### config.mk
export PLATFORM = sky130hd
export DESIGN_NAME = pending_ack_retry_table
export DESIGN_NICKNAME = d
export VERILOG_FILES = /design/src/hdl/pat_pkg.sv /design/src/hdl/pat_slot_mem.sv /design/src/hdl/pat_scan_seq.sv /design/src/hdl/pending_ack_retry_table.sv
export SDC_FILE = /design/constraint.sdc
export NUM_CORES = 2
export LEC_CHECK = 0
export BUFFER_PORTS_ARGS = -buffer_cell sky130_fd_sc_hd__buf_4
export CAP_MARGIN = 20
export CELL_PAD_IN_SITES_DETAIL_PLACEMENT = 1
export CELL_PAD_IN_SITES_GLOBAL_PLACEMENT = 1
export CORE_ASPECT_RATIO = 0.8
export CORE_MARGIN = 2
export CORE_UTILIZATION = 42
export CTS_BUF_LIST = sky130_fd_sc_hd__clkbuf_4
export CTS_CLUSTER_DIAMETER = 30
export DETAILED_ROUTE_END_ITERATION = 8
export GPL_TIMING_DRIVEN = 0
export PLACE_DENSITY = 0.61
export SLEW_MARGIN = 20
export SYNTH_ARGS = -nofsm -noshare
export SYNTH_HDL_FRONTEND = slang
export SYNTH_SLANG_ARGS = --single-unit
### constraint.sdc
create_clock -name clk -period 40.3 [get_ports clk]
set_input_delay 12.09 -clock clk [delete_from_list [all_inputs] [get_ports clk]]
set_output_delay 12.09 -clock clk [all_outputs]
set_load 0.02 [all_outputs]
### src/hdl/pat_pkg.sv
// Shared types and constants for the pending acknowledgement retry table.
package pat_pkg;

  localparam int SLOT_COUNT_DEF   = 10;
  localparam int ID_BITS_DEF      = 48;
  localparam int PAYLOAD_BITS_DEF = 32;

  // Fixed port field widths
  localparam int CMD_W   = 8;
  localparam int ACK_W   = 8;
  localparam int ID_W    = 48;
  localparam int RETRY_W = 8;
  localparam int PAY_W   = 32;
  localparam int SLOT_W  = 4;

  localparam int IN_DATA_W  = 152;
  localparam int IN_USER_W  = 2;
  localparam int OUT_DATA_W = 160;

  typedef enum logic [1:0] {
    KIND_STORE  = 2'd0,
    KIND_REMOVE = 2'd1,
    KIND_CHECK  = 2'd2,
    KIND_RSVD   = 2'd3
  } kind_t;

  typedef enum logic [1:0] {
    ST_IDLE,
    ST_SCAN,
    ST_DONE
  } state_t;

  // Control from the sequencer to the slot memory
  typedef struct packed {
    logic rd_en;
    logic wr_en;
    logic wr_valid;
  } mem_ctl_t;

  typedef struct packed {
    logic                 table_full;
    logic [PAY_W-1:0]     payload;
    logic [RETRY_W-1:0]   retries_left;
    logic [ID_W-1:0]      receiver;
    logic [ID_W-1:0]      sender;
    logic [ACK_W-1:0]     ack_mode;
    logic [CMD_W-1:0]     command;
    logic [SLOT_W-1:0]    slot;
    logic                 hit;
  } result_t;

endpackage

### src/hdl/pat_slot_mem.sv
// Slot storage: message memory with registered read and per-slot valid bits.
module pat_slot_mem #(
  parameter int SLOT_COUNT = pat_pkg::SLOT_COUNT_DEF,
  parameter int ENTRY_W    = 160,
  parameter int IDX_W      = 4
) (
  input  logic                 clk,
  input  logic                 rst,
  input  pat_pkg::mem_ctl_t    ctl,
  input  logic [IDX_W-1:0]     rd_addr,
  input  logic [IDX_W-1:0]     wr_addr,
  input  logic [ENTRY_W-1:0]   wr_data,
  output logic [ENTRY_W-1:0]   rd_data,
  output logic                 rd_valid
);

  logic [ENTRY_W-1:0]    mem [SLOT_COUNT];
  logic [SLOT_COUNT-1:0] valid;

  always_ff @(posedge clk) begin
    if (ctl.wr_en) begin
      mem[wr_addr] <= wr_data;
    end
    if (ctl.rd_en) begin
      rd_data <= mem[rd_addr];
    end
  end

  // Occupancy flags; reset frees every slot at once
  always_ff @(posedge clk) begin
    if (rst) begin
      valid    <= '0;
      rd_valid <= 1'b0;
    end else begin
      if (ctl.wr_en) begin
        valid[wr_addr] <= ctl.wr_valid;
      end
      if (ctl.rd_en) begin
        rd_valid <= valid[rd_addr];
      end
    end
  end

endmodule

### src/hdl/pat_scan_seq.sv
// Sequencer: latches a request and scans the slots one per cycle with one compare unit.
module pat_scan_seq #(
  parameter int SLOT_COUNT   = pat_pkg::SLOT_COUNT_DEF,
  parameter int ID_BITS      = pat_pkg::ID_BITS_DEF,
  parameter int PAYLOAD_BITS = pat_pkg::PAYLOAD_BITS_DEF,
  parameter int ENTRY_W      = 160,
  parameter int IDX_W        = 4
) (
  input  logic                          clk,
  input  logic                          rst,
  input  logic                          req_valid,
  output logic                          req_ready,
  input  logic [1:0]                    req_kind,
  input  logic [pat_pkg::CMD_W-1:0]     req_command,
  input  logic [pat_pkg::ACK_W-1:0]     req_ack_mode,
  input  logic [pat_pkg::ID_W-1:0]      req_sender,
  input  logic [pat_pkg::ID_W-1:0]      req_receiver,
  input  logic [pat_pkg::RETRY_W-1:0]   req_retry,
  input  logic [pat_pkg::PAY_W-1:0]     req_payload,
  output pat_pkg::mem_ctl_t             mem_ctl,
  output logic [IDX_W-1:0]              mem_rd_addr,
  output logic [IDX_W-1:0]              mem_wr_addr,
  output logic [ENTRY_W-1:0]            mem_wr_data,
  input  logic [ENTRY_W-1:0]            mem_rd_data,
  input  logic                          mem_rd_valid,
  output logic                          res_valid,
  input  logic                          res_take,
  output pat_pkg::result_t              res
);

  localparam int CNT_W     = $clog2(SLOT_COUNT + 1);
  localparam int PAY_LSB   = 0;
  localparam int RETRY_LSB = PAY_LSB + PAYLOAD_BITS;
  localparam int RCV_LSB   = RETRY_LSB + pat_pkg::RETRY_W;
  localparam int SND_LSB   = RCV_LSB + ID_BITS;
  localparam int ACK_LSB   = SND_LSB + ID_BITS;
  localparam int CMD_LSB   = ACK_LSB + pat_pkg::ACK_W;

  pat_pkg::state_t  state, state_next;
  pat_pkg::kind_t   kind, kind_next;
  logic [pat_pkg::CMD_W-1:0]   cmd, cmd_next;
  logic [pat_pkg::ACK_W-1:0]   ack, ack_next;
  logic [ID_BITS-1:0]          sender, sender_next;
  logic [ID_BITS-1:0]          receiver, receiver_next;
  logic [pat_pkg::RETRY_W-1:0] retry, retry_next;
  logic [PAYLOAD_BITS-1:0]     payload, payload_next;
  logic [CNT_W-1:0]            issue_cnt, issue_cnt_next;
  logic                        rd_live, rd_live_next;
  logic [IDX_W-1:0]            rd_idx, rd_idx_next;
  pat_pkg::result_t            res_next;

  logic [pat_pkg::CMD_W-1:0]   e_cmd;
  logic [pat_pkg::ACK_W-1:0]   e_ack;
  logic [ID_BITS-1:0]          e_snd;
  logic [ID_BITS-1:0]          e_rcv;
  logic [pat_pkg::RETRY_W-1:0] e_retry;
  logic [PAYLOAD_BITS-1:0]     e_pay;
  logic                        match;

  assign e_cmd   = mem_rd_data[CMD_LSB +: pat_pkg::CMD_W];
  assign e_ack   = mem_rd_data[ACK_LSB +: pat_pkg::ACK_W];
  assign e_snd   = mem_rd_data[SND_LSB +: ID_BITS];
  assign e_rcv   = mem_rd_data[RCV_LSB +: ID_BITS];
  assign e_retry = mem_rd_data[RETRY_LSB +: pat_pkg::RETRY_W];
  assign e_pay   = mem_rd_data[PAY_LSB +: PAYLOAD_BITS];

  always_comb begin
    case (kind)
      pat_pkg::KIND_STORE:  match = !mem_rd_valid;
      pat_pkg::KIND_REMOVE: match = mem_rd_valid && (e_cmd == cmd);
      pat_pkg::KIND_CHECK:  match = mem_rd_valid;
      default:              match = 1'b0;
    endcase
  end

  always_ff @(posedge clk) begin
    if (rst) begin
      state     <= pat_pkg::ST_IDLE;
      issue_cnt <= '0;
      rd_live   <= 1'b0;
    end else begin
      state     <= state_next;
      issue_cnt <= issue_cnt_next;
      rd_live   <= rd_live_next;
    end
  end

  always_ff @(posedge clk) begin
    kind     <= kind_next;
    cmd      <= cmd_next;
    ack      <= ack_next;
    sender   <= sender_next;
    receiver <= receiver_next;
    retry    <= retry_next;
    payload  <= payload_next;
    rd_idx   <= rd_idx_next;
    res      <= res_next;
  end

  always_comb begin
    state_next     = state;
    kind_next      = kind;
    cmd_next       = cmd;
    ack_next       = ack;
    sender_next    = sender;
    receiver_next  = receiver;
    retry_next     = retry;
    payload_next   = payload;
    issue_cnt_next = issue_cnt;
    rd_live_next   = 1'b0;
    rd_idx_next    = rd_idx;
    res_next       = res;
    mem_ctl        = '0;
    mem_rd_addr    = issue_cnt[IDX_W-1:0];
    mem_wr_addr    = rd_idx;
    mem_wr_data    = mem_rd_data;
    req_ready      = 1'b0;
    res_valid      = 1'b0;

    case (state)
      pat_pkg::ST_IDLE: begin
        req_ready = 1'b1;
        if (req_valid) begin
          kind_next      = pat_pkg::kind_t'(req_kind);
          cmd_next       = req_command;
          ack_next       = req_ack_mode;
          sender_next    = ID_BITS'(req_sender);
          receiver_next  = ID_BITS'(req_receiver);
          retry_next     = req_retry;
          payload_next   = PAYLOAD_BITS'(req_payload);
          issue_cnt_next = '0;
          res_next       = '0;
          // Reserved kind, or store/remove of an empty command: nothing to do
          if (req_kind == pat_pkg::KIND_RSVD ||
              (req_kind != pat_pkg::KIND_CHECK && req_command == '0)) begin
            state_next = pat_pkg::ST_DONE;
          end else begin
            state_next = pat_pkg::ST_SCAN;
          end
        end
      end

      pat_pkg::ST_SCAN: begin
        // Issue the next slot read while the previous one is tested
        if (issue_cnt < CNT_W'(SLOT_COUNT)) begin
          mem_ctl.rd_en  = 1'b1;
          issue_cnt_next = issue_cnt + 1'b1;
          rd_live_next   = 1'b1;
          rd_idx_next    = issue_cnt[IDX_W-1:0];
        end
        if (rd_live) begin
          if (match) begin
            mem_ctl.rd_en = 1'b0;
            rd_live_next  = 1'b0;
            rd_idx_next   = rd_idx;
            mem_ctl.wr_en = 1'b1;
            res_next.hit  = 1'b1;
            res_next.slot = pat_pkg::SLOT_W'(rd_idx);
            state_next    = pat_pkg::ST_DONE;
            case (kind)
              pat_pkg::KIND_STORE: begin
                mem_ctl.wr_valid = 1'b1;
                mem_wr_data      = {cmd, ack, sender, receiver, retry, payload};
              end
              pat_pkg::KIND_CHECK: begin
                res_next.command      = e_cmd;
                res_next.ack_mode     = e_ack;
                res_next.sender       = pat_pkg::ID_W'(e_snd);
                res_next.receiver     = pat_pkg::ID_W'(e_rcv);
                res_next.retries_left = e_retry;
                res_next.payload      = pat_pkg::PAY_W'(e_pay);
                // Free the slot on its last retry, otherwise count down
                mem_ctl.wr_valid = (e_retry > pat_pkg::RETRY_W'(1));
                mem_wr_data      = {e_cmd, e_ack, e_snd, e_rcv,
                                    e_retry - 1'b1, e_pay};
              end
              default: begin
                mem_ctl.wr_valid = 1'b0;
              end
            endcase
          end else if (rd_idx == IDX_W'(SLOT_COUNT - 1)) begin
            mem_ctl.rd_en       = 1'b0;
            rd_live_next        = 1'b0;
            res_next.table_full = (kind == pat_pkg::KIND_STORE);
            state_next          = pat_pkg::ST_DONE;
          end
        end
      end

      pat_pkg::ST_DONE: begin
        res_valid = 1'b1;
        if (res_take) begin
          state_next = pat_pkg::ST_IDLE;
        end
      end

      default: begin
        state_next = pat_pkg::ST_IDLE;
      end
    endcase
  end

endmodule

### src/hdl/pending_ack_retry_table.sv
// Top level of the pending acknowledgement retry table.
//
// Usage: each request on the s_ group is a store (tuser = 0), a remove on
// acknowledgement (tuser = 1) or a retransmission check (tuser = 2); every
// request gives exactly one response on the m_ group.
// A store writes the message into the lowest free slot or reports
// table_full; a remove frees the lowest slot with a matching command; a
// check returns the lowest occupied slot with its retry count, then counts
// it down and frees the slot once the count runs out.
// Scan: a request walks the slots one per cycle through a single compare
// unit fed from the slot memory's registered read port.
// s_tready is high only while the sequencer is idle, one request at a time,
// so a new request is taken only once the last one has left the sequencer.
// Stall: the response sits in the output register; the next request is taken
// meanwhile, and its result holds in the sequencer until the register frees.
// Reset: rst (synchronous) clears the occupancy bits, so all slots are free,
// and drops any request or response in flight.
module pending_ack_retry_table #(
  parameter int SLOT_COUNT   = pat_pkg::SLOT_COUNT_DEF,
  parameter int ID_BITS      = pat_pkg::ID_BITS_DEF,
  parameter int PAYLOAD_BITS = pat_pkg::PAYLOAD_BITS_DEF
) (
  input  logic                             clk,
  input  logic                             rst,
  input  logic                             s_tvalid,
  output logic                             s_tready,
  // command[7:0], ack_mode[15:8], sender_id[63:16], receiver_id[111:64],
  // retry_count[119:112], payload_ref[151:120]
  input  logic [pat_pkg::IN_DATA_W-1:0]    s_tdata,
  // kind[1:0]
  input  logic [pat_pkg::IN_USER_W-1:0]    s_tuser,
  output logic                             m_tvalid,
  input  logic                             m_tready,
  // hit[0], slot[4:1], out_command[12:5], out_ack_mode[20:13],
  // out_sender[68:21], out_receiver[116:69], retries_left[124:117],
  // out_payload[156:125], table_full[157], zero fill[159:158]
  output logic [pat_pkg::OUT_DATA_W-1:0]   m_tdata
);

  localparam int IDX_W   = (SLOT_COUNT > 1) ? $clog2(SLOT_COUNT) : 1;
  localparam int ENTRY_W = pat_pkg::CMD_W + pat_pkg::ACK_W + 2 * ID_BITS +
                           pat_pkg::RETRY_W + PAYLOAD_BITS;

  pat_pkg::mem_ctl_t    mem_ctl;
  logic [IDX_W-1:0]     mem_rd_addr;
  logic [IDX_W-1:0]     mem_wr_addr;
  logic [ENTRY_W-1:0]   mem_wr_data;
  logic [ENTRY_W-1:0]   mem_rd_data;
  logic                 mem_rd_valid;
  logic                 res_valid;
  logic                 res_take;
  pat_pkg::result_t     res;
  pat_pkg::result_t     out_res;

  pat_slot_mem #(
    .SLOT_COUNT (SLOT_COUNT),
    .ENTRY_W    (ENTRY_W),
    .IDX_W      (IDX_W)
  ) u_mem (
    .clk      (clk),
    .rst      (rst),
    .ctl      (mem_ctl),
    .rd_addr  (mem_rd_addr),
    .wr_addr  (mem_wr_addr),
    .wr_data  (mem_wr_data),
    .rd_data  (mem_rd_data),
    .rd_valid (mem_rd_valid)
  );

  pat_scan_seq #(
    .SLOT_COUNT   (SLOT_COUNT),
    .ID_BITS      (ID_BITS),
    .PAYLOAD_BITS (PAYLOAD_BITS),
    .ENTRY_W      (ENTRY_W),
    .IDX_W        (IDX_W)
  ) u_seq (
    .clk          (clk),
    .rst          (rst),
    .req_valid    (s_tvalid),
    .req_ready    (s_tready),
    .req_kind     (s_tuser),
    .req_command  (s_tdata[7:0]),
    .req_ack_mode (s_tdata[15:8]),
    .req_sender   (s_tdata[63:16]),
    .req_receiver (s_tdata[111:64]),
    .req_retry    (s_tdata[119:112]),
    .req_payload  (s_tdata[151:120]),
    .mem_ctl      (mem_ctl),
    .mem_rd_addr  (mem_rd_addr),
    .mem_wr_addr  (mem_wr_addr),
    .mem_wr_data  (mem_wr_data),
    .mem_rd_data  (mem_rd_data),
    .mem_rd_valid (mem_rd_valid),
    .res_valid    (res_valid),
    .res_take     (res_take),
    .res          (res)
  );

  // Load the response register whenever it is empty or being drained
  assign res_take = res_valid && (!m_tvalid || m_tready);

  always_ff @(posedge clk) begin
    if (rst) begin
      m_tvalid <= 1'b0;
    end else if (res_take) begin
      m_tvalid <= 1'b1;
    end else if (m_tready) begin
      m_tvalid <= 1'b0;
    end
  end

  always_ff @(posedge clk) begin
    if (res_take) begin
      out_res <= res;
    end
  end

  assign m_tdata = {2'b00, out_res.table_full, out_res.payload, out_res.retries_left,
                    out_res.receiver, out_res.sender, out_res.ack_mode,
                    out_res.command, out_res.slot, out_res.hit};

endmodule

==> out/qor.txt <==
# clock sinks - 2165
ys async rst share - 0
Post-CTS Hold Fix Bufs - 0
most frequent cell after synthesis - edfxtp_1
hpwl dp - 137000 um
total setup buffers inserted after CTS - 0
clock power share - 0.398
core box area - 191000 um2
Slew @ Worst Pin - 1140 ps
share of cells above drive strength 1 - 0.352
crit path kind - flip-flop to primary output
clock tree buffer depth - 4
min Tclk post-route - 14460 ps
switch share - 0.227
later-pin clock latency in the skew report - 1400 ps
I/O Buffers - 317
Final Setup Violations - 0
WL per Instance - 26.8 um
unrepaired setup endpoints after global routing - no
worst vdd rail ir drop - 0.0222 mV
CTS H-Tree Depth - 6
Main synth FF type - edfxtp_1
1st-iter DRT viols - 3268
Gate power share - 0.055
DRC - 0
final WL - 208000 um
Rel. slew slack - 0.242
sequential power share - 0.547
Final Hold Viols - 0
global-route usage over all layers - 0.213
Hold Path Class - flip-flop to flip-flop
Die Wd - 494 um
internal power - 3.63 mW
flops & latches, synth - 2165
Non-Filler Instances - 7783
Reg clk slew, reported paths - 60 ps
Worst Setup Start Kind - flip-flop
PD cells - 48.8 nW/um2
die area - 196000 um2
Setup TNS - 0 ps
Post-CTS Resized - 0
Clock Skew - 143 ps
via count - 41500
post-synthesis cell type count - 57
Final Slew Violations - 0
NumNets Final - 5026
gpl congestion - 0.732
row cnt - 143
largest net degree at the start of global routing - 74
Top Ports - 320
Yosys top cell by area - edfxtp_1
# Max-Cap Violations - 0
initial antenna violation count - 16
die height - 396 um
Post-Syn Instances - 3757
global-route wire length before repair - 303000 um
Area growth, synth to finish - 19.2%
crit-path max FO - 9
Ys Warns - 0
maximum clock rate - 0.0691 GHz
EDFF count, synth - 2146
placed cells - 6827
number of global-route vias before repair - 44800
switching power - 1.07 mW
Syn Area/Cell - 21.5 um2
# fillers - 17500
Critical Path RT - 28210 ps
synth top area cells - edfxtp_1 (80%), mux4_2 (8.5%), mux2i_1 (1.9%), a211oi_1 (1.5%), mux2_1 (1.3%)
outcome - finished, final reports clean
DRT Pass-1 Iters - 5
post-synthesis sequential area ratio - 0.803
Initial Util - 0.424
post-synth design cell area - 80800 um2
Final period util - 0.359
post-route ant nets - 0
total global routing overflow - 0
Synth top area share - 0.798
CP endpoint kind - primary output
Num CTS Buffers - 573
static leakage - 31.7 nW
top cell types by occurrence after synthesis - edfxtp_1 (2146), mux4_2 (305), a21oi_1 (164)
root buf cell - clkbuf_4
CTS tree - built
crit path DAT - 2370 ps
Vias/cell - 5.33
## layer usage
layer | wire length [um] | vias up | global-route usage
li1 | - | 18000 | -
met1 | 92900 | 21800 | 0.305
met2 | 97600 | 1438 | 0.327
met3 | 13500 | 327 | 0.0499
met4 | 4180 | 0 | 0.0623
met5 | 0 | - | 0
## critical path, cell delays in order (launching register included)
cell     delay, ps
dfxtp_1        290
buf_2          160
nor2_1         390
buf_4          230
## cell families after synthesis
group,Yosys count,synth area share
AOI/OAI and AO/OA,367,0.0295
and+or+nand+nor,390,0.0298
xor gates and xnor gates,11,0.00119
muxes,604,0.124
adders and majority gates,3,0.000465
DFF,2165,0.803
other,1,0.0000464
buffers and inverters,216,0.0121
## state kept, by name, summed over array words and instances (netlist names)
signal and cells:
m_tdata 158, m_tvalid 1, u_mem.mem 1520, u_mem.rd_data 152, u_mem.rd_valid 1, u_mem.valid 10
u_seq.ack 8, u_seq.cmd 8, u_seq.kind 2, u_seq.mem_rd_addr 4, u_seq.mem_wr_addr 4, u_seq.payload 32
u_seq.rd_live 1, u_seq.receiver 48, u_seq.res 158, u_seq.retry 8, u_seq.sender 48, u_seq.state 2
## layout by cell type (no fill, tap or decap), types with 6 or more instances in the layout
| cell type | count |
|---|---|
| diode_2 | 13 |
| mux2i_1 | 155 |
| nor2b_1 | 156 |
| a31oi_1 | 6 |
| buf_8 | 32 |
| a211oi_1 | 153 |
| mux2_2 | 50 |
| buf_12 | 22 |
| xor2_1 | 10 |
| clkbuf_2 | 7 |
| nand2b_1 | 10 |
| mux2_1 | 94 |
| nand3_1 | 9 |
| clkbuf_1 | 115 |
| clkinv_1 | 92 |
| o32ai_1 | 8 |
| inv_2 | 16 |
| nand2_1 | 12 |
| a21oi_1 | 163 |
| nor2_1 | 11 |
| clkinv_2 | 17 |
| inv_1 | 13 |
| dfxtp_1 | 19 |
| buf_4 | 376 |
| buf_2 | 87 |
| buf_16 | 31 |
| and2_1 | 158 |
| o21ai_0 | 6 |
| edfxtp_1 | 2146 |
| bufinv_16 | 11 |
| nor3_1 | 8 |
| clkbuf_4 | 801 |
| mux4_2 | 305 |
| buf_6 | 62 |
## path summary, 6_finish.rpt
path                                             startpoint                    endpoint  slack (ps)  depth (start not counted)
worst min-delay path            u_seq.res[48]$_SDFFCE_PN0P_       m_tdata[48]$_DFFE_PP_         390                          0
worst min register to register  u_seq.res[48]$_SDFFCE_PN0P_       m_tdata[48]$_DFFE_PP_         390                          0
worst max register to register       u_seq.cmd[5]$_DFFE_PP_  u_mem.mem[3][67]$_DFFE_PP_       35430                         13
worst max-delay path            u_seq.state[1]$_SDFFE_PP0P_                    s_tready       25840                          3
## layout make-up
type	instances	area, um2	area share
Tap cell	2537	3170	0.0330
Timing Repair Buffer	532	5270	0.0547
Clock buffer	801	6010	0.0625
Clock inverter	142	875	0.00908
Inverter	14	60.1	0.000624
Antenna cell	13	32.5	0.000338
Buffer	202	936	0.00972
Sequential cell	2165	64800	0.673
Multi-Input combinational cell	1377	15100	0.157
## per-stage QoR
stage	setup WS (ps)	hold slack (ps)	power [mW]	utilization	instance area (um2)
floorplan	20430	400	2.77	-	80800
finish	25840	386	4.70	0.505	96300
global placement	1480	403	2.88	0.453	86300
CTS	25670	392	4.77	0.505	96200
global route	25570	395	4.90	0.505	96300
detailed placement	25760	405	2.88	0.469	89300
## power groups by stage
stage | sequential [mW] | combinational (mW) | clock (mW)
after floorplan | 2.62 | 0.152 | 0
after global placement | 2.64 | 0.243 | 0
after detailed placement | 2.62 | 0.264 | 0
after CTS | 2.57 | 0.265 | 1.93
after global routing | 2.57 | 0.282 | 2.05
final | 2.57 | 0.259 | 1.87
Power figures use the tool's default switching activity.
